--- config.mk ---
export PLATFORM = sky130hd
export DESIGN_NAME = apsp_ctrl
export DESIGN_NICKNAME = d
export VERILOG_FILES = /design/src/rtl/apsp_pkg.sv /design/src/rtl/apsp_ctrl.sv
export VERILOG_INCLUDE_DIRS = /design/src /design/src/rtl
export SDC_FILE = /design/constraint.sdc
export NUM_CORES = 1
export LEC_CHECK = 0
export CAP_MARGIN = 30
export CELL_PAD_IN_SITES_DETAIL_PLACEMENT = 1
export CELL_PAD_IN_SITES_GLOBAL_PLACEMENT = 2
export CORE_AREA = 2 2 122 124
export DETAILED_ROUTE_END_ITERATION = 12
export DIE_AREA = 0 0 124 126
export DONT_BUFFER_PORTS = 1
export PLACE_DENSITY_LB_ADDON = 0.1
export REMOVE_ABC_BUFFERS = 1
export SLEW_MARGIN = 10
export SYNTH_ARGS = -nofsm -noshare
export SYNTH_HDL_FRONTEND = slang
export SYNTH_SLANG_ARGS = --single-unit
--- constraint.sdc ---
create_clock -name i_clk -period 10.5 [get_ports i_clk]
set_input_delay 1.05 -clock i_clk [delete_from_list [all_inputs] [get_ports i_clk]]
set_output_delay 1.05 -clock i_clk [all_outputs]
set_load 0.05 [all_outputs]
--- src/rtl/all_pairs_shortest_path_engine_defines.svh ---
// Assertion macros shared by the shortest path engine RTL.
// Expects i_clk and i_rst_n in the scope of each use.
`ifndef ALL_PAIRS_SHORTEST_PATH_ENGINE_DEFINES_SVH
`define ALL_PAIRS_SHORTEST_PATH_ENGINE_DEFINES_SVH
`ifndef SYNTHESIS
`define APSP_ASSERT(lbl, prop) \
    lbl: assert property (@(posedge i_clk) disable iff (!i_rst_n) prop) \
        else $error("apsp check failed");
`define APSP_NEVER(lbl, cond) `APSP_ASSERT(lbl, !(cond))
`else
`define APSP_ASSERT(lbl, prop)
`define APSP_NEVER(lbl, cond)
`endif
`endif

--- src/rtl/apsp_pkg.sv ---
// Shared constants, types and the controller-to-datapath command struct
// for the shortest path engine. No dependencies.
`timescale 1ns / 1ps
package apsp_pkg;
    localparam int MAX_NODES = 256;
    localparam int NODE_W    = (MAX_NODES > 1) ? $clog2(MAX_NODES) : 1;
    localparam int ADDR_W    = 2 * NODE_W;
    localparam int CNT_W     = $clog2(MAX_NODES + 1);
    localparam int CFG_W     = 9;
    localparam int CMP_W     = (CNT_W > CFG_W) ? CNT_W : CFG_W;
    localparam int DIST_W    = 41;
    localparam int LEN_W     = 40;
    localparam int WGT_W     = 32;
    localparam int REQ_W     = 2;
    localparam int PORT_NODE_W = 8;

    localparam logic [DIST_W-1:0] DIST_INF = {1'b1, {LEN_W{1'b0}}};

    typedef enum logic [REQ_W-1:0] {
        REQ_SET     = 2'd0,
        REQ_CLOSURE = 2'd1,
        REQ_INSERT  = 2'd2,
        REQ_QUERY   = 2'd3
    } t_req;

    typedef enum logic [2:0] {
        CAP_NONE = 3'd0,
        CAP_ZERO = 3'd1,
        CAP_EDGE = 3'd2,
        CAP_S    = 3'd3,
        CAP_C    = 3'd4
    } t_cap;

    typedef enum logic [2:0] {
        WS_INIT   = 3'd0,
        WS_WEIGHT = 3'd1,
        WS_EDGE_A = 3'd2,
        WS_EDGE_B = 3'd3,
        WS_RELAX  = 3'd4
    } t_wsel;

    typedef struct packed {
        logic              rd_en;
        logic [ADDR_W-1:0] rd_addr_a;
        logic [ADDR_W-1:0] rd_addr_b;
        logic              wr_en;
        logic [ADDR_W-1:0] wr_addr;
        t_wsel             wr_sel;
        t_cap              cap;
        logic              ld_w;
        logic              q_out;
        logic              q_ok;
    } t_dp_cmd;
endpackage

--- src/rtl/apsp_ctrl.sv ---
// Controller: request decode, loop counters and the per-entry sequencer.
// Depends on apsp_pkg and all_pairs_shortest_path_engine_defines.svh; issues t_dp_cmd to apsp_dpath.
`timescale 1ns / 1ps
`include "all_pairs_shortest_path_engine_defines.svh"
module apsp_ctrl import apsp_pkg::*; (
    input  logic                   i_clk,
    input  logic                   i_rst_n,
    input  logic                   i_start,
    input  logic [REQ_W-1:0]       i_req_type,
    input  logic [PORT_NODE_W-1:0] i_node_a,
    input  logic [PORT_NODE_W-1:0] i_node_b,
    input  logic                   i_cfg_valid,
    input  logic [CFG_W-1:0]       i_cfg_data,
    output logic                   o_cfg_ready,
    output logic                   o_busy,
    output t_dp_cmd                o_cmd
);
    typedef enum logic [12:0] {
        S_CLEAR   = 13'b0000000000001,
        S_IDLE    = 13'b0000000000010,
        S_SET_AB  = 13'b0000000000100,
        S_SET_BA  = 13'b0000000001000,
        S_INS_RD  = 13'b0000000010000,
        S_INS_WA  = 13'b0000000100000,
        S_INS_WB  = 13'b0000001000000,
        S_P0      = 13'b0000010000000,
        S_P1      = 13'b0000100000000,
        S_P2      = 13'b0001000000000,
        S_P3      = 13'b0010000000000,
        S_QRY_RD  = 13'b0100000000000,
        S_QRY_OUT = 13'b1000000000000
    } t_state;

    function automatic logic [ADDR_W-1:0] addr(input logic [NODE_W-1:0] row,
                                               input logic [NODE_W-1:0] col);
        return {row, col};
    endfunction

    t_state            r_state, n_state;
    logic [ADDR_W-1:0] r_clr, n_clr;
    logic [CFG_W-1:0]  r_active;
    logic [NODE_W-1:0] r_a, n_a, r_b, n_b, r_i, n_i, r_j, n_j, r_k, n_k;
    logic              r_ok, n_ok, r_clo, n_clo;
    logic [CMP_W-1:0]  eff, last;
    logic              in_range, i_last, j_last, k_last;
    logic [NODE_W-1:0] rk_a, rk_b;
    t_req              req;

    assign req      = t_req'(i_req_type);
    assign eff      = (CMP_W'(r_active) > CMP_W'(MAX_NODES)) ? CMP_W'(MAX_NODES)
                                                             : CMP_W'(r_active);
    assign last     = eff - CMP_W'(1);
    assign in_range = (CMP_W'(i_node_a) < eff) && (CMP_W'(i_node_b) < eff);
    assign i_last   = (CMP_W'(r_i) == last);
    assign j_last   = (CMP_W'(r_j) == last);
    assign k_last   = (CMP_W'(r_k) == last);
    assign rk_a     = r_clo ? r_k : r_a;
    assign rk_b     = r_clo ? r_k : r_b;

    always_comb begin
        n_state = r_state;
        n_clr   = r_clr;
        n_a     = r_a;
        n_b     = r_b;
        n_i     = r_i;
        n_j     = r_j;
        n_k     = r_k;
        n_ok    = r_ok;
        n_clo   = r_clo;
        o_cmd   = '0;
        unique case (r_state)
            S_CLEAR: begin
                o_cmd.wr_en   = 1'b1;
                o_cmd.wr_addr = r_clr;
                o_cmd.wr_sel  = WS_INIT;
                n_clr         = r_clr + ADDR_W'(1);
                if (r_clr == '1) begin
                    n_state = S_IDLE;
                end
            end
            S_IDLE: begin
                if (i_start) begin
                    o_cmd.ld_w = 1'b1;
                    n_a  = NODE_W'(i_node_a);
                    n_b  = NODE_W'(i_node_b);
                    n_ok = in_range;
                    n_i  = '0;
                    n_j  = '0;
                    n_k  = '0;
                    unique case (req)
                        REQ_SET: begin
                            if (in_range && i_node_a != i_node_b) n_state = S_SET_AB;
                        end
                        REQ_CLOSURE: begin
                            o_cmd.cap = CAP_ZERO;
                            n_clo     = 1'b1;
                            if (eff != '0) n_state = S_P0;
                        end
                        REQ_INSERT: begin
                            n_clo = 1'b0;
                            if (in_range && i_node_a != i_node_b) n_state = S_INS_RD;
                        end
                        REQ_QUERY: n_state = S_QRY_RD;
                        default: ;
                    endcase
                end
            end
            S_SET_AB: begin
                o_cmd.wr_en   = 1'b1;
                o_cmd.wr_addr = addr(r_a, r_b);
                o_cmd.wr_sel  = WS_WEIGHT;
                n_state       = S_SET_BA;
            end
            S_SET_BA: begin
                o_cmd.wr_en   = 1'b1;
                o_cmd.wr_addr = addr(r_b, r_a);
                o_cmd.wr_sel  = WS_WEIGHT;
                n_state       = S_IDLE;
            end
            S_INS_RD: begin
                o_cmd.rd_en     = 1'b1;
                o_cmd.rd_addr_a = addr(r_a, r_b);
                o_cmd.rd_addr_b = addr(r_b, r_a);
                n_state         = S_INS_WA;
            end
            S_INS_WA: begin
                o_cmd.wr_en   = 1'b1;
                o_cmd.wr_addr = addr(r_a, r_b);
                o_cmd.wr_sel  = WS_EDGE_A;
                o_cmd.cap     = CAP_EDGE;
                n_state       = S_INS_WB;
            end
            S_INS_WB: begin
                o_cmd.wr_en   = 1'b1;
                o_cmd.wr_addr = addr(r_b, r_a);
                o_cmd.wr_sel  = WS_EDGE_B;
                n_state       = S_P0;
            end
            S_P0: begin
                o_cmd.rd_en     = 1'b1;
                o_cmd.rd_addr_a = addr(r_i, rk_a);
                o_cmd.rd_addr_b = addr(r_i, rk_b);
                n_state         = S_P1;
            end
            S_P1: begin
                o_cmd.rd_en     = 1'b1;
                o_cmd.rd_addr_a = addr(rk_b, r_j);
                o_cmd.rd_addr_b = addr(rk_a, r_j);
                o_cmd.cap       = CAP_S;
                n_state         = S_P2;
            end
            S_P2: begin
                o_cmd.rd_en     = 1'b1;
                o_cmd.rd_addr_a = addr(r_i, r_j);
                o_cmd.rd_addr_b = addr(r_i, r_j);
                o_cmd.cap       = CAP_C;
                n_state         = S_P3;
            end
            S_P3: begin
                o_cmd.wr_en   = 1'b1;
                o_cmd.wr_addr = addr(r_i, r_j);
                o_cmd.wr_sel  = WS_RELAX;
                n_state       = S_P0;
                if (j_last) begin
                    n_j = '0;
                    if (i_last) begin
                        n_i = '0;
                        if (!r_clo || k_last) n_state = S_IDLE;
                        else n_k = r_k + NODE_W'(1);
                    end else begin
                        n_i = r_i + NODE_W'(1);
                    end
                end else begin
                    n_j = r_j + NODE_W'(1);
                end
            end
            S_QRY_RD: begin
                o_cmd.rd_en     = 1'b1;
                o_cmd.rd_addr_a = addr(r_a, r_b);
                o_cmd.rd_addr_b = addr(r_a, r_b);
                n_state         = S_QRY_OUT;
            end
            S_QRY_OUT: begin
                o_cmd.q_out = 1'b1;
                o_cmd.q_ok  = r_ok;
                n_state     = S_IDLE;
            end
            default: n_state = S_IDLE;
        endcase
    end

    always_ff @(posedge i_clk) begin
        if (!i_rst_n) begin
            r_state  <= S_CLEAR;
            r_clr    <= '0;
            r_active <= CFG_W'(256);
        end else begin
            r_state <= n_state;
            r_clr   <= n_clr;
            if (i_cfg_valid) begin
                r_active <= i_cfg_data;
            end
        end
    end

    always_ff @(posedge i_clk) begin
        r_a   <= n_a;
        r_b   <= n_b;
        r_i   <= n_i;
        r_j   <= n_j;
        r_k   <= n_k;
        r_ok  <= n_ok;
        r_clo <= n_clo;
    end

    assign o_busy      = (r_state != S_IDLE);
    assign o_cfg_ready = 1'b1;

    `APSP_ASSERT(a_p3_after_p2, r_state == S_P3 |-> $past(r_state) == S_P2)
    `APSP_ASSERT(a_qout_after_rd, o_cmd.q_out |-> $past(r_state) == S_QRY_RD)
    `APSP_NEVER(a_wr_with_q, o_cmd.wr_en && o_cmd.q_out)
endmodule

Word level (Yosys, flattened, before mapping)
Cells that the tools add are included.

storage, ports and cells
  logic and storage cells = 93
  input port bits = 31
  register bits after elaboration = 80

operators by class
  multiplexer cells = 31
  magnitude comparators = 3
  equal/unequal tests = 30
  add/subtract/negate cells = 5
  reductions and logical operators = 14

operator list
  cell                                                               number
  33-bit case mux with 5 select lines                                1
  13-bit case mux with 11 select lines                               1
  20-bit case mux with 6 select lines                                1
  8-bit two-way mux                                                  12
  13-bit two-way mux                                                 5
  13-bit case mux with 4 select lines                                1
  8-bit case mux with 2 select lines                                 3
  8-bit by 9-bit == test with 1-bit output                           3
  8-bit by 1-bit adder with 8-bit output, second input constant      3
  8-bit by 9-bit less-than comparator with 1-bit output              2
  16-bit by 1-bit adder with 16-bit output, second input constant    1
  16-bit == test, second input constant                              1
  13-bit by 1-bit == test with 1-bit output, second input constant   1
  13-bit by 10-bit == test with 1-bit output, second input constant  1
  13-bit by 11-bit == test with 1-bit output, second input constant  1
  13-bit by 12-bit == test with 1-bit output, second input constant  1
  13-bit == test, second input constant                              1
  13-bit by 2-bit == test with 1-bit output, second input constant   1
  13-bit by 3-bit == test with 1-bit output, second input constant   1
  13-bit by 4-bit == test with 1-bit output, second input constant   1
  13-bit by 5-bit == test with 1-bit output, second input constant   1
  13-bit by 6-bit == test with 1-bit output, second input constant   1
  13-bit by 7-bit == test with 1-bit output, second input constant   1
  13-bit by 8-bit == test with 1-bit output, second input constant   1
  other kinds (23)                                                   37

Depth between registers and ports, before layout
  depth after elaboration = 9
  gate-level depth with buffers = 13

Worst setup path before layout
Ideal clock, no wire load.

  path type = flip-flop to output port
  start point = register r_state[2]
  end point = output o_cmd[0] (netlist name)
  data required time = 9.450 ns
  data arrival time = 3.099 ns
  slack = 6.351 ns
  buffers on the path = 0
  cell stages (with the launch flop) = 5
  path through = dfxtp_1 > nor4_4 > nand3_1 > nor4_1 > and2_1

RTL lines
  element                   line              RTL
  start: declaration        apsp_ctrl.sv:39   t_state r_state, n_state;
  start signal: assignment  apsp_ctrl.sv:198  r_state <= n_state;
  end: declaration          apsp_ctrl.sv:16   output t_dp_cmd o_cmd

Worst setup path after layout
  start point = register r_active[8]
  end point = register r_k[4], enable pin

on the way
  word-level cells in the longest chain between the ends = 7
  elaborated cells between the ends (all ways) = 11

ends and longest elaborated chain
  element                                        line              RTL
  start: declaration                             apsp_ctrl.sv:41   logic [CFG_W-1:0] r_active;
  start signal: assignment                       apsp_ctrl.sv:201  r_active <= i_cfg_data;
  9-bit > comparator                             apsp_ctrl.sv:50   assign eff = (CMP_W'(r_active) > CMP_W'(MAX_NODES)) ? CMP_W'(MAX_NODES)
  9-bit two-way mux *                            apsp_ctrl.sv:50
  9-bit by 1-bit subtractor with 9-bit output *  apsp_ctrl.sv:52   assign last = eff - CMP_W'(1);
  8-bit by 9-bit == test with 1-bit output       apsp_ctrl.sv:56   assign k_last = (CMP_W'(r_k) == last);
  1-bit logical OR                               apsp_ctrl.sv:168  if (!r_clo || k_last) n_state = S_IDLE;
  2-bit != test (no line)                        -
  5-bit AND reduction (no line) *                -
  end signal: assignment                         apsp_ctrl.sv:211  r_k <= n_k;
  end: declaration                               apsp_ctrl.sv:42   logic [NODE_W-1:0] r_a, n_a, r_b, n_b, r_i, n_i, r_j, n_j, r_k, n_k;

Mark *: on every way between the ends. The rest lies on a longest branch, timed or not.
A chain may end at the register's enable or synchronous reset.

==> summary.txt <==
Timing
  • Final clock skew: 0.00746 ns
  • Maximum clock frequency: 182 MHz
  • Endpoints failing hold: 0
  • Min cycle time layout: 5.50 ns
  • Max-slew violations: 0
  • Slew headroom: 31.3%
  • Unrepaired setup endpoints after global routing: false
  • Setup tns final: 0 ns
  • Final setup viols: 0
  • Slew of the pin with the lowest slew margin: 1.03 ns
  • Tcrit/Tclk final: 52.3%

Synthesis
  • Number of synthesized flops with an enable pin: 42
  • Syn Inst Count: 687
  • Sequential cell area fraction in the yosys report: 34.3%
  • Ys async rst share: 0%
  • #FFs+latches synth: 80
  • Area contributors post-synth: edfxtp_1 (21%), dfxtp_1 (13%), xor2_1 (5.6%), nand2_1 (5.6%), ha_1 (5.1%)
  • Netlist cell types: 68
  • Avg Cell Area, Syn: 8.59 µm²
  • Synth Cell Area: 0.00590 mm²
  • Synth top area share: 21.4%
  • YS warnings: 0
  • Post-synth top area cell: edfxtp_1
  • Ys flop type: edfxtp_1

Global route
  • Gr usage total: 28.5%
  • Largest net degree at the start of global routing: 26
  • Grt total ovfl: 0
  • First-pass GRT wire length: 33400 µm
  • Initial antenna violation count: 0
  • Vias in the first global route: 5580

Power and ir drop
  • Leakage Power: 2.50 nW
  • Tot Pwr: 0.784 mW
  • Power per cell area: 119 mW/mm²
  • VDD IR-drop max: 0.0000785 V

Clock tree
  • Max Buffers Root-to-Sink: 2
  • CTS hold repair buffers: 0
  • Post-CTS resize count: 0
  • CTS tree: done
  • Setup Buffers After CTS: 0
  • Worst-Skew Late Latency: 0.35 ns
  • Reg clk slew, reported paths: 0.06 ns
  • Root buffer cell: clkbuf_16
  • TritonCTS buffer count: 9
  • CTS sink cnt: 80
  • Clock H-tree levels: 3

Layout
  • FILL cells: 1700
  • Multi-input logic area: 0.00365 mm²
  • Highest-count cells in the layout ignoring fill and taps: nand2_1 (88), nor2_1 (64), edfxtp_1 (42), xor2_1 (38), dfxtp_1 (38)
  • Most common cell after layout, fill and taps aside: nand2_1
  • Diodes inserted: 0
  • Final nets: 746
  • Reg area: 0.00202 mm²
  • Layout cells sized above 1: 10.3%
  • Synth-to-Final Area Change: 11.9%
  • Final Core Density: 46.1%

Setup path
  • Buffers and inverters on the worst path: 1
  • Cell family with most CP delay: simple AND/OR/NAND/NOR gates
  • Arrival time worst endpoint: 5.48 ns
  • CP peak stage delay: 0.90 ns
  • Crit-path cells: clkinv_1 > nand2_1 > ha_1 > nand2b_1 > o31a_1 > a21boi_0 > o21ai_0 > or4_1 > or3_1 > o21ai_1
  • Worst setup SP type: flip-flop
  • CP max FO: 25
  • Setup Crit Path Kind: flip-flop to flip-flop
  • CP Capture Type: flip-flop
  • CP Data Required Time: 10.49 ns
  • Slowest CP cell: dfxtp_1

Die
  • Die height: 126 µm
  • Core footprint: 0.0143 mm²
  • Chip width: 124 µm
  • Core Rows: 44
  • Die area: 0.0156 mm²
  • I/O Pins: 92
  • Initial core utilization: 41.2%

Detailed routing
  • DR vias: 5568
  • First DRT Iteration DRCs: 531
  • 1st-pass router iterations: 7
  • Wire per inst: 24.8 µm
  • # DRC: 0
  • ANT nets after route: 0
  • Drt total wl: 21900 µm
  • Vias/cell: 6.33

Placement
  • I/O Buffers: 0
  • Routability-driven placement congestion ratio: 0.892
  • Post-DP HPWL: 16300 µm

Worst hold path
  • Worst min path class: flip-flop to flip-flop

Status
  • Status: complete, no violations

Job
  • Max Cap Viol: 0
## cells by family after synthesis
logic type               share of synthesized area, %
AO/OA/AOI/OAI                                    17.9
XOR/XNOR                                         8.63
adder cells (fa/ha/maj)                          5.09
buffers and inverters                            4.16
flip-flops                                       34.3
multiplexers                                     4.24
other                                          0.0636
AND/OR/NAND/NOR                                  25.6
## layer usage
layer	share of wire (%)	GRT usage, %	routed length, µm
met4	2.3	9.39	507
met3	7.1	4.89	1560
met1	44	39.7	9640
met2	46	44.6	10100
met5	0	0	0
## cell usage after synthesis, drive strengths merged (13+ instances only)
master / number
nor4: 20
xnor2: 15
mux2i: 25
clkbuf: 42
inv: 16
nor3: 15
dfxtp: 38
a222oi: 16
nand2b: 13
nor2: 64
xor2: 38
ha: 24
a22oi: 15
edfxtp: 42
a21oi: 22
nand3: 29
nand2: 88
o211ai: 36
## final timing paths
check / startpoint / endpoint / slack [ns] / cells after the start
setup reg to reg: r_active[8] / r_k[4] / 5.00 / 10
hold / removal: r_clr[12] / r_clr[12] / 0.52 / 2
setup / recovery: r_active[8] / r_k[4] / 5.00 / 10
hold reg to reg: r_clr[12] / r_clr[12] / 0.52 / 2
## power by group
part           leakage (nW)  switching (mW)  total (mW)  internal (mW)
Combinational          1.67          0.0670       0.104         0.0370
Clock                 0.148           0.138       0.331          0.193
Sequential            0.683          0.0151       0.350          0.334
Total                  2.50           0.220       0.784          0.564
## worst min-delay path: cells and delay by family, from the launching register on
family | cells | cell delay (ns)
AO/OA/AOI/OAI | 2 | 0.14
flip-flops | 1 | 0.34
## registers in the layout (all words and copies together), names as in the netlist
name,cells
r_ok,1
r_b,8
r_state,13
r_k,8
r_active,9
r_a,8
r_clr,16
r_i,8
r_j,8
r_clo,1
## area by class of cell
cell class,instances,share of cell area [%]
well taps,184,3.49
multi-input cells,543,55.3
repair buffers,39,5.04
flip-flops and latches,80,30.6
clock buffers,12,3.73
clock inverters,4,0.815
inverters,18,1.02
## metrics by stage
stage | worst slack (ns) | area (µm²) | std cells | hold WS (ns)
detailed placement | 5.09 | 6260 | 861 | 0.516
finish | 5.00 | 6600 | 880 | 0.523
CTS | 5.07 | 6560 | 877 | 0.527
global route | 4.57 | 6600 | 880 | 0.546
global placement | 5.32 | 6020 | 832 | 0.500
floorplan | 6.18 | 5720 | 641 | 0.466
(Power assumes the default switching activity.)
